## src/design/gjs_pkg.sv

```systemverilog
package gjs_pkg;

    localparam logic [1:0] FOP_MUL = 2'd0;
    localparam logic [1:0] FOP_SUB = 2'd1;
    localparam logic [1:0] FOP_DIV = 2'd2;

    localparam logic [31:0] QNAN_POS = 32'h7FC0_0000;
    localparam logic [31:0] QNAN_DEF = 32'hFFC0_0000;
    localparam logic [31:0] QUIET_BIT = 32'h0040_0000;

    typedef struct packed {
        logic       start;
        logic [1:0] op;
    } fpu_req_t;

endpackage

```

## src/design/gjs_fpu.sv

```systemverilog
module gjs_fpu
    import gjs_pkg::*;
(
    input  logic        aclk,
    input  logic        aresetn,
    input  fpu_req_t    req,
    input  logic [31:0] op_a,
    input  logic [31:0] op_b,
    output logic        done,
    output logic [31:0] result
);

    localparam logic [2:0] F_IDLE    = 3'd0;
    localparam logic [2:0] F_SETUP   = 3'd1;
    localparam logic [2:0] F_ALIGN   = 3'd2;
    localparam logic [2:0] F_PRENORM = 3'd3;
    localparam logic [2:0] F_DIVIDE  = 3'd4;
    localparam logic [2:0] F_NORM    = 3'd5;
    localparam logic [2:0] F_ROUND   = 3'd6;
    localparam logic [2:0] F_DONE    = 3'd7;

    logic [2:0]         state_reg, state_next;
    logic [1:0]         op_reg, op_next;
    logic [31:0]        a_reg, a_next;
    logic [31:0]        b_reg, b_next;
    logic               sign_reg, sign_next;
    logic               esub_reg, esub_next;
    logic signed [11:0] exp_reg, exp_next;
    logic [47:0]        man_reg, man_next;
    logic               sticky_reg, sticky_next;
    logic [23:0]        ma_reg, ma_next;
    logic [23:0]        mb_reg, mb_next;
    logic signed [11:0] ea_reg, ea_next;
    logic signed [11:0] eb_reg, eb_next;
    logic [25:0]        rem_reg, rem_next;
    logic [25:0]        quo_reg, quo_next;
    logic [4:0]         cnt_reg, cnt_next;
    logic [31:0]        res_reg, res_next;

    logic               sa, sb, bs_eff;
    logic               a_nan, a_inf, a_zero, b_nan, b_inf, b_zero;
    logic [23:0]        a_man, b_man;
    logic signed [11:0] a_e, b_e;
    logic [47:0]        prod;
    logic               a_big;

    logic signed [11:0] diff_e;
    logic [47:0]        big_m, small_m, small_mask, small_sh, sum_m;

    logic               rem_ge;
    logic [25:0]        rem_diff;

    logic               guard, st, up;
    logic [24:0]        m25;
    logic signed [11:0] exp2;
    logic [31:0]        rounded;

    assign sa     = a_reg[31];
    assign sb     = b_reg[31];
    assign bs_eff = ~b_reg[31];
    assign a_nan  = (a_reg[30:23] == 8'hFF) && (a_reg[22:0] != 23'd0);
    assign a_inf  = (a_reg[30:23] == 8'hFF) && (a_reg[22:0] == 23'd0);
    assign a_zero = (a_reg[30:0] == 31'd0);
    assign b_nan  = (b_reg[30:23] == 8'hFF) && (b_reg[22:0] != 23'd0);
    assign b_inf  = (b_reg[30:23] == 8'hFF) && (b_reg[22:0] == 23'd0);
    assign b_zero = (b_reg[30:0] == 31'd0);
    assign a_man  = {a_reg[30:23] != 8'd0, a_reg[22:0]};
    assign b_man  = {b_reg[30:23] != 8'd0, b_reg[22:0]};
    assign a_e    = $signed({4'b0, (a_reg[30:23] == 8'd0) ? 8'd1 : a_reg[30:23]});
    assign b_e    = $signed({4'b0, (b_reg[30:23] == 8'd0) ? 8'd1 : b_reg[30:23]});
    assign prod   = a_man * b_man;
    assign a_big  = (a_e > b_e) || ((a_e == b_e) && (a_man >= b_man));

    always_comb begin
        diff_e     = ea_reg - eb_reg;
        big_m      = {1'b0, ma_reg, 23'd0};
        small_m    = {1'b0, mb_reg, 23'd0};
        small_mask = ~({48{1'b1}} << diff_e[5:0]);
        if (diff_e > 12'sd47) begin
            small_sh = 48'd1;
        end else begin
            small_sh = (small_m >> diff_e[5:0]) | {47'd0, |(small_m & small_mask)};
        end
        sum_m = esub_reg ? (big_m - small_sh) : (big_m + small_sh);
    end

    assign rem_ge   = rem_reg >= {2'b0, mb_reg};
    assign rem_diff = rem_ge ? (rem_reg - {2'b0, mb_reg}) : rem_reg;

    always_comb begin
        guard = man_reg[22];
        st    = (|man_reg[21:0]) | sticky_reg;
        up    = guard & (st | man_reg[23]);
        m25   = {1'b0, man_reg[46:23]} + {24'd0, up};
        if (m25[24]) begin
            exp2 = exp_reg + 12'sd1;
        end else begin
            exp2 = exp_reg;
        end
        if (exp2 >= 12'sd255) begin
            rounded = {sign_reg, 8'hFF, 23'd0};
        end else if (m25[24]) begin
            rounded = {sign_reg, exp2[7:0], 23'd0};
        end else begin
            rounded = {sign_reg, m25[23] ? exp2[7:0] : 8'd0, m25[22:0]};
        end
    end

    always_comb begin
        state_next  = state_reg;
        op_next     = op_reg;
        a_next      = a_reg;
        b_next      = b_reg;
        sign_next   = sign_reg;
        esub_next   = esub_reg;
        exp_next    = exp_reg;
        man_next    = man_reg;
        sticky_next = sticky_reg;
        ma_next     = ma_reg;
        mb_next     = mb_reg;
        ea_next     = ea_reg;
        eb_next     = eb_reg;
        rem_next    = rem_reg;
        quo_next    = quo_reg;
        cnt_next    = cnt_reg;
        res_next    = res_reg;
        case (state_reg)
            F_IDLE: begin
                if (req.start) begin
                    a_next     = op_a;
                    b_next     = op_b;
                    op_next    = req.op;
                    state_next = F_SETUP;
                end
            end
            F_SETUP: begin
                state_next = F_DONE;
                case (op_reg)
                    FOP_MUL: begin
                        if (a_nan) begin
                            res_next = a_reg | QUIET_BIT;
                        end else if (b_nan) begin
                            res_next = b_reg | QUIET_BIT;
                        end else if ((a_inf && b_zero) || (a_zero && b_inf)) begin
                            res_next = QNAN_DEF;
                        end else if (a_inf || b_inf) begin
                            res_next = {sa ^ sb, 8'hFF, 23'd0};
                        end else if (a_zero || b_zero) begin
                            res_next = {sa ^ sb, 31'd0};
                        end else begin
                            man_next    = prod;
                            exp_next    = a_e + b_e - 12'sd127;
                            sign_next   = sa ^ sb;
                            sticky_next = 1'b0;
                            state_next  = F_NORM;
                        end
                    end
                    FOP_SUB: begin
                        if (a_nan) begin
                            res_next = a_reg | QUIET_BIT;
                        end else if (b_nan) begin
                            res_next = b_reg | QUIET_BIT;
                        end else if (a_inf && b_inf) begin
                            res_next = (sa == bs_eff) ? a_reg : QNAN_DEF;
                        end else if (a_inf) begin
                            res_next = a_reg;
                        end else if (b_inf) begin
                            res_next = {bs_eff, b_reg[30:0]};
                        end else if (a_zero && b_zero) begin
                            res_next = {sa & bs_eff, 31'd0};
                        end else if (a_zero) begin
                            res_next = {bs_eff, b_reg[30:0]};
                        end else if (b_zero) begin
                            res_next = a_reg;
                        end else begin
                            esub_next  = sa ^ bs_eff;
                            ma_next    = a_big ? a_man : b_man;
                            mb_next    = a_big ? b_man : a_man;
                            ea_next    = a_big ? a_e : b_e;
                            eb_next    = a_big ? b_e : a_e;
                            sign_next  = a_big ? sa : bs_eff;
                            state_next = F_ALIGN;
                        end
                    end
                    FOP_DIV: begin
                        if (b_zero) begin
                            res_next = (a_nan || a_zero) ? QNAN_POS : {sa ^ sb, 8'hFF, 23'd0};
                        end else if (a_nan) begin
                            res_next = a_reg | QUIET_BIT;
                        end else if (b_nan) begin
                            res_next = b_reg | QUIET_BIT;
                        end else if (a_inf && b_inf) begin
                            res_next = QNAN_DEF;
                        end else if (a_inf) begin
                            res_next = {sa ^ sb, 8'hFF, 23'd0};
                        end else if (b_inf || a_zero) begin
                            res_next = {sa ^ sb, 31'd0};
                        end else begin
                            ma_next    = a_man;
                            mb_next    = b_man;
                            ea_next    = a_e;
                            eb_next    = b_e;
                            sign_next  = sa ^ sb;
                            state_next = F_PRENORM;
                        end
                    end
                    default: begin
                        res_next = QNAN_DEF;
                    end
                endcase
            end
            F_ALIGN: begin
                if (sum_m == 48'd0) begin
                    res_next   = 32'd0;
                    state_next = F_DONE;
                end else begin
                    man_next    = sum_m;
                    exp_next    = ea_reg;
                    sticky_next = 1'b0;
                    state_next  = F_NORM;
                end
            end
            F_PRENORM: begin
                if (!ma_reg[23]) begin
                    ma_next = {ma_reg[22:0], 1'b0};
                    ea_next = ea_reg - 12'sd1;
                end else if (!mb_reg[23]) begin
                    mb_next = {mb_reg[22:0], 1'b0};
                    eb_next = eb_reg - 12'sd1;
                end else begin
                    exp_next   = ea_reg - eb_reg + 12'sd127;
                    rem_next   = {2'b0, ma_reg};
                    quo_next   = 26'd0;
                    cnt_next   = 5'd0;
                    state_next = F_DIVIDE;
                end
            end
            F_DIVIDE: begin
                quo_next = {quo_reg[24:0], rem_ge};
                rem_next = {rem_diff[24:0], 1'b0};
                cnt_next = cnt_reg + 5'd1;
                if (cnt_reg == 5'd25) begin
                    man_next    = {1'b0, quo_reg[24:0], rem_ge, 21'd0};
                    sticky_next = rem_diff != 26'd0;
                    state_next  = F_NORM;
                end
            end
            F_NORM: begin
                if (man_reg[47] || (exp_reg < 12'sd1)) begin
                    sticky_next = sticky_reg | man_reg[0];
                    man_next    = {1'b0, man_reg[47:1]};
                    exp_next    = exp_reg + 12'sd1;
                end else if (!man_reg[46] && (exp_reg > 12'sd1)) begin
                    man_next = {man_reg[46:0], 1'b0};
                    exp_next = exp_reg - 12'sd1;
                end else begin
                    state_next = F_ROUND;
                end
            end
            F_ROUND: begin
                res_next   = rounded;
                state_next = F_DONE;
            end
            F_DONE: begin
                state_next = F_IDLE;
            end
            default: begin
                state_next = F_IDLE;
            end
        endcase
    end

    always_ff @(posedge aclk) begin
        if (!aresetn) begin
            state_reg <= F_IDLE;
        end else begin
            state_reg <= state_next;
        end
        op_reg     <= op_next;
        a_reg      <= a_next;
        b_reg      <= b_next;
        sign_reg   <= sign_next;
        esub_reg   <= esub_next;
        exp_reg    <= exp_next;
        man_reg    <= man_next;
        sticky_reg <= sticky_next;
        ma_reg     <= ma_next;
        mb_reg     <= mb_next;
        ea_reg     <= ea_next;
        eb_reg     <= eb_next;
        rem_reg    <= rem_next;
        quo_reg    <= quo_next;
        cnt_reg    <= cnt_next;
        res_reg    <= res_next;
    end

    assign done   = state_reg == F_DONE;
    assign result = res_reg;

endmodule

```

## config.mk

```make
export PLATFORM = sky130hd
export DESIGN_NAME = gjs_fpu
export DESIGN_NICKNAME = d
export VERILOG_FILES = /design/src/design/gjs_pkg.sv /design/src/design/gjs_fpu.sv
export SDC_FILE = /design/constraint.sdc
export NUM_CORES = 2
export LEC_CHECK = 0
export ABC_AREA = 1
export BUFFER_PORTS_ARGS = -buffer_cell sky130_fd_sc_hd__clkbuf_2
export CAP_MARGIN = 5
export CORE_UTILIZATION = 50
export DETAILED_ROUTE_END_ITERATION = 12
export PLACE_DENSITY = 0.75
export SETUP_SLACK_MARGIN = 0.3
export SYNTH_ARGS = -nofsm -noshare
export SYNTH_HDL_FRONTEND = slang
export SYNTH_SLANG_ARGS = --single-unit
```

## constraint.sdc

```tcl
create_clock -name aclk -period 7 [get_ports aclk]
set_input_delay 0 -clock aclk [delete_from_list [all_inputs] [get_ports aclk]]
set_output_delay 0 -clock aclk [all_outputs]
set_load 0.05 [all_outputs]
```

; After elaboration in Yosys (flattened, before gate mapping)
; Cells that the tools add are included.
[op_classes]
multipliers = 1
order_cmp = 7
bitwise = 19
n_mux = 198
reduce_logical = 53
add_sub_neg = 13
shift = 2
n_eq_ne = 69
[ops]
columns = operator, n
row1 = $mux W24, 33
row2 = $mux W32, 22
row3 = $mux W48, 12
row4 = $mux W12, 43
row5 = $pmux W24 S2, 4
row6 = $pmux W32 S3, 2
row7 = $pmux W48 S4, 1
row8 = $pmux W12 S2, 4
row9 = $mux W26, 3
row10 = $ne A2 B2 Y1 const B, 35
row11 = $logic_not A31 Y1, 2
row12 = $mux W31, 2
row13 = $mux W3, 20
row14 = $pmux W26 S2, 1
row15 = $mux W25, 2
row16 = $pmux W25 S2, 1
row17 = $add A47 B48 Y48, 1
row18 = $and A47 B48 Y48, 1
row19 = $logic_not A48 Y1, 1
row20 = $mul A24 B24 Y48, 1
row21 = $not A48 Y48, 1
row22 = $or A48 B1 Y48, 1
row23 = $pmux W12 S4, 1
row24 = $reduce_or A48 Y1, 1
row25 = 71 further kinds, 167
[word_totals]
ff_bits = 292
output_inout_bits = 33
word_cells = 381
inputBits = 69

; Longest topological paths before layout
[depth]
ltp_word = 16
mapped_depth = 43
mapped_depth_nobuf = 43

; Worst setup path before layout
; No wires, ideal clock.
[synth_timing]
path_kind = register to register
start = reg ea_reg[0]
end = reg man_reg[0], enable pin
setup_time_ns = 0.454
slack_ns = -0.229
required_ns = 6.546
stages_incl_launch_ff = 40
t_arrival_ns = 6.776
synth_period_minus_slack_ns = 7.229
path_buffers = 2
path_cell_list = edfxtp_1 inv_1 ha_1 inv_1 fa_1 nand2_2 nand3_2 nand3_1 nand2_1 nand2_1 nand2_1 nand2_1 nand2_1 nor2_1 nand2_1 nand2_4 buf_2 buf_1 [4 not listed] o21ai_0 o21ai_0 o211ai_1 a31oi_1 o21ai_0 a21boi_0 o21ai_0 a21oi_1 o21ai_0 nand2_1 nor2_1 nand2_1 nor2_1 nand2_1 inv_2 nand3_2 o211ai_1 nor2_1
[synth_between]
elab_chain_len = 12
word_cells_on_any_way = 15
cone_classes = 3 x add/sub / 1 x order compare / 1 x eq/ne / 2 x shift / 2 x mux / 3 x bitwise / 3 x reduce/logical
[synth_lines]
columns = element, line
row1 = from (decl), gjs_fpu.sv:33  ; logic signed [11:0] ea_reg, ea_next;
row2 = from (signal assigned), gjs_fpu.sv:289  ; ea_reg <= ea_next;
row3 = $sub A12 B12 Y12 (*), gjs_fpu.sv:75  ; diff_e = ea_reg - eb_reg;
row4 = $shl A48 B6 Y48, gjs_fpu.sv:78  ; small_mask = ~({48{1'b1}} << diff_e[5:0]);
row5 = $not A48 Y48, gjs_fpu.sv:78
row6 = $and A47 B48 Y48, gjs_fpu.sv:82  ; small_sh = (small_m >> diff_e[5:0]) | {47'd0, |(small_m & small_mask)};
row7 = $reduce_or A48 Y1, gjs_fpu.sv:82
row8 = $or A48 B1 Y48, gjs_fpu.sv:82
row9 = $mux W48 (*), gjs_fpu.sv:79  ; if (diff_e > 12'sd47) begin
row10 = $add A47 B48 Y48 or $sub A47 B48 Y48 (tied branches), gjs_fpu.sv:84  ; sum_m = esub_reg ? (big_m - small_sh) : (big_m + small_sh);
row11 = $mux W48 (*), gjs_fpu.sv:84
row12 = $logic_not A48 Y1 (*), gjs_fpu.sv:213  ; if (sum_m == 48'd0) begin
row13 = $ne A2 B2 Y1 (no line) (*), --
row14 = $reduce_and A10 Y1 (no line) (*), --
row15 = to (signal assigned), gjs_fpu.sv:285  ; man_reg <= man_next;
row16 = to (decl), gjs_fpu.sv:29  ; logic [47:0] man_reg, man_next;
; Mark *: on every way between the ends. The rest lies on a longest branch, timed or not.
; A chain may end at the register's enable or synchronous reset.

; Worst setup path in the final report
[layout_timing]
start = reg a_reg[2]
end = reg man_reg[43], data pin
[layout_between]
elab_chain_len = 8
[layout_lines]
columns = element, line
row1 = from (decl), gjs_fpu.sv:24  ; logic [31:0] a_reg, a_next;
row2 = from (signal assigned), gjs_fpu.sv:280  ; a_reg <= a_next;
row3 = $mul A24 B24 Y48, gjs_fpu.sv:71  ; assign prod = a_man * b_man;
row4 = $mux W48, gjs_fpu.sv:148  ; end else if (a_zero || b_zero) begin
row5 = $mux W48, gjs_fpu.sv:146  ; end else if (a_inf || b_inf) begin
row6 = $mux W48, gjs_fpu.sv:144  ; end else if ((a_inf && b_zero) || (a_zero && b_inf)) begin
row7 = $mux W48, gjs_fpu.sv:142  ; end else if (b_nan) begin
row8 = $mux W48, gjs_fpu.sv:140  ; if (a_nan) begin
row9 = $mux W48, gjs_fpu.sv:138  ; case (op_reg)
row10 = $pmux W48 S4, gjs_fpu.sv:127  ; case (state_reg)
row11 = via man_next[43], gjs_fpu.sv:29
; The timed path passes the listed nets, and every way through them passes these cells. The select of a mux whose other input is x is not followed.

==> out/qor.yml <==
floorplanning:
  dieArea_sq_mm: 0.0906
  ios: 102
  core_sq_mm: 0.0885
  die_h_um: 301
  die_w_um: 301
  initial_core_util: 0.505
  rows: 109
clocking:
  root_buffer: "clkbuf_16"
  cts_max_level: 2
  cts_buffer_depth: 3
  cts_sinks: 292
  clk_pin_slew_worst_paths_ns: 0.06
  numCtsBuffers: 37
  clk_latency_ns: 0.60
  tritoncts: "built"
critical_path:
  critical_path.max_fanout: 16
  crit_required_ns: 7.34
  r2r_cells: 28
  crit_type: "flip-flop to flip-flop"
  cp_slowest_stage_delay_ns: 0.57
  cpMostUsedCell: "fa_1"
  endpoint_kind: "flip-flop"
  cp.depth: 28
  crit_path_top_delay_cell: "fa_1"
  path_delay_family: "adder cells"
  cp.arrival_ns: 7.22
  critPathBufInv: 8
  start_kind: "flip-flop"
synthesis:
  synth_nets: 6922
  yosysTopAreaCellShare: 0.218
  mappedNetlistArea_sq_mm: 0.0447
  yosys_warnings: 0
  ys_types: 64
  synth_top_area_cell: "fa_1"
  ys_top_cells_by_count: "nand2_1, inv_1, fa_1"
  synthCells: 6018
  yosysMostFrequentCell: "nand2_1"
  ys.flop_type: "edfxtp_1"
  ys_async_sr_fraction: 0
  synthTopCellsByArea: "fa_1, edfxtp_1, nand2_1, ha_1, inv_1"
  synth_edf_count: 289
  synth_area_per_cell_sq_um: 7.43
  ys_ff_latch: 292
  seq_area_frac_synth: 0.195
cells_and_area:
  nets: 7263
  multi_input_area_sq_mm: 0.0312
  synthToLayoutAreaGrowth_pct: 16.5
  fillers: 7716
  largest_register_ffs: 48
  regArea_sq_mm: 0.00874
  drive_gt1_frac: 0.131
routing:
  drtIter0Drc: 4919
  post_drt_wl_per_cell_um: 21.4
  routed_via_density: 5.82
  first_pass_iters: 8
  drt-total-wl_um: 162000
  drc_errors: 0
  detail-route-antenna-nets: 0
  via_count: 44000
sta:
  rsz0062_at_grt: "true"
  fin_crit_ns: 6.89
  clock_skew_ns: 0.0299
  post-route-period-util: 0.984
  maxSlewHeadroom: 0.236
  fmax_ghz: 0.145
  worst_slew_pin_slew_ns: 1.13
  hold_viol_final: 0
  slew_violations: 0
  setup_viol_count_final: 0
  hold_ws_ns: 0.124
run:
  drv_cap: 0
hold_path:
  hold_class: "input pin to flip-flop"
  hold_depth: 2
global_routing:
  grt_pass1_wl_um: 242000
  grt-ovfl-total: 0
  grt_pass1_vias: 42500
  grt_max_degree: 79
  track_usage: 0.348
  grt_antenna_before_repair: 7
place:
  gp_congestion: 1.05
  dp_hpwl_um: 124000
  port-buffer-count: 101
run_status:
  outcome: "completed"
-- through the flow --
step / instance area (sq um) / instances / setup TNS, ns / worst slack (ns) / util
after floorplan: 44800 / 6018 / 0 / 0.300 / -
after global placement: 48200 / 7322 / -0.0303 / -0.0303 / 0.544
after detailed placement: 48200 / 7322 / -0.441 / -0.103 / 0.544
after CTS: 50700 / 7486 / 0 / 0.224 / 0.572
after global routing: 52100 / 7555 / -0.508 / -0.0893 / 0.589
final: 52100 / 7556 / 0 / 0.114 / 0.589
-- path summary, 6_finish.rpt --
path / startpoint / endpoint / slack, ns
setup reg to reg: a_reg[2] / man_reg[43] / 0.11
hold reg to reg: quo_reg[3] / quo_reg[4] / 0.52
hold / removal: op_a[23] / a_reg[23] / 0.12
setup / recovery: a_reg[2] / man_reg[43] / 0.11
-- layer usage --
layer,wire (um),up-vias,GRT usage
li1,-,19800,-
met1,61200,20800,0.462
met2,71300,2763,0.545
met3,19200,608,0.0680
met4,9990,6,0.173
met5,48,-,0
-- worst reg2reg max path, delay by kind of cell (launching register included) --
| family | cells | cell delay [ns] |
|---|---|---|
| AOI/OAI and AO/OA | 7 | 1.28 |
| DFF | 1 | 0.50 |
| and+or+nand+nor | 4 | 0.30 |
| adders and majority gates | 8 | 3.76 |
| xor gates and xnor gates | 1 | 0.06 |
| buffers and inverters | 8 | 0.74 |
-- area by class of cell --
type	count	area share
antenna	4	0.000192
clock buffer	41	0.0185
clock inverter	26	0.00737
inverter	1180	0.0852
multi-input combinational	4263	0.598
sequential	292	0.168
tap	1165	0.0280
timing repair buffer	585	0.0952
-- layout by cell type (no fill, tap or decap), drive strengths merged, types with 9 or more instances in the layout --
master	instances
o221ai	13
o21bai	9
o22ai	33
clkinv	18
xnor2	45
dlygate4sd3	68
edfxtp	289
a31oi	38
nor3	55
nand2	1491
o31ai	9
nor2	455
nand3	260
ha	349
nand3b	11
o21ai	379
nand4	69
buf	409
xor2	62
a221oi	12
inv	1178
o21a	18
clkbuf	149
fa	486
o211ai	33
a211oi	10
o2111ai	28
nor4	35
a21oi	298
-- repair_timing --
item                                    4_1_cts  5_1_grt
setup buffers                                29       58
endpoints found under the hold margin        79        0
resized for setup                            53      210
pin swaps                                    20      103
hold buffers                                 68        0
endpoints found under the setup margin       32      116
gates cloned                                  0        8
-- cell families (layout without fill, tap and decap cells) --
group	count (synthesis)	count (layout)	synth area share
AO/OA/AOI/OAI	933	933	0.121
XOR/XNOR	107	107	0.0211
adder cells (fa/ha/maj)	835	835	0.315
buffers and inverters	1463	1832	0.125
flip-flops	292	292	0.195
multiplexers	1	1	0.000224
other	0	4	0
AND/OR/NAND/NOR	2387	2387	0.222
Power is not shown: default switching activity piles up to over one toggle a cycle in this logic, so the estimate is an artifact.
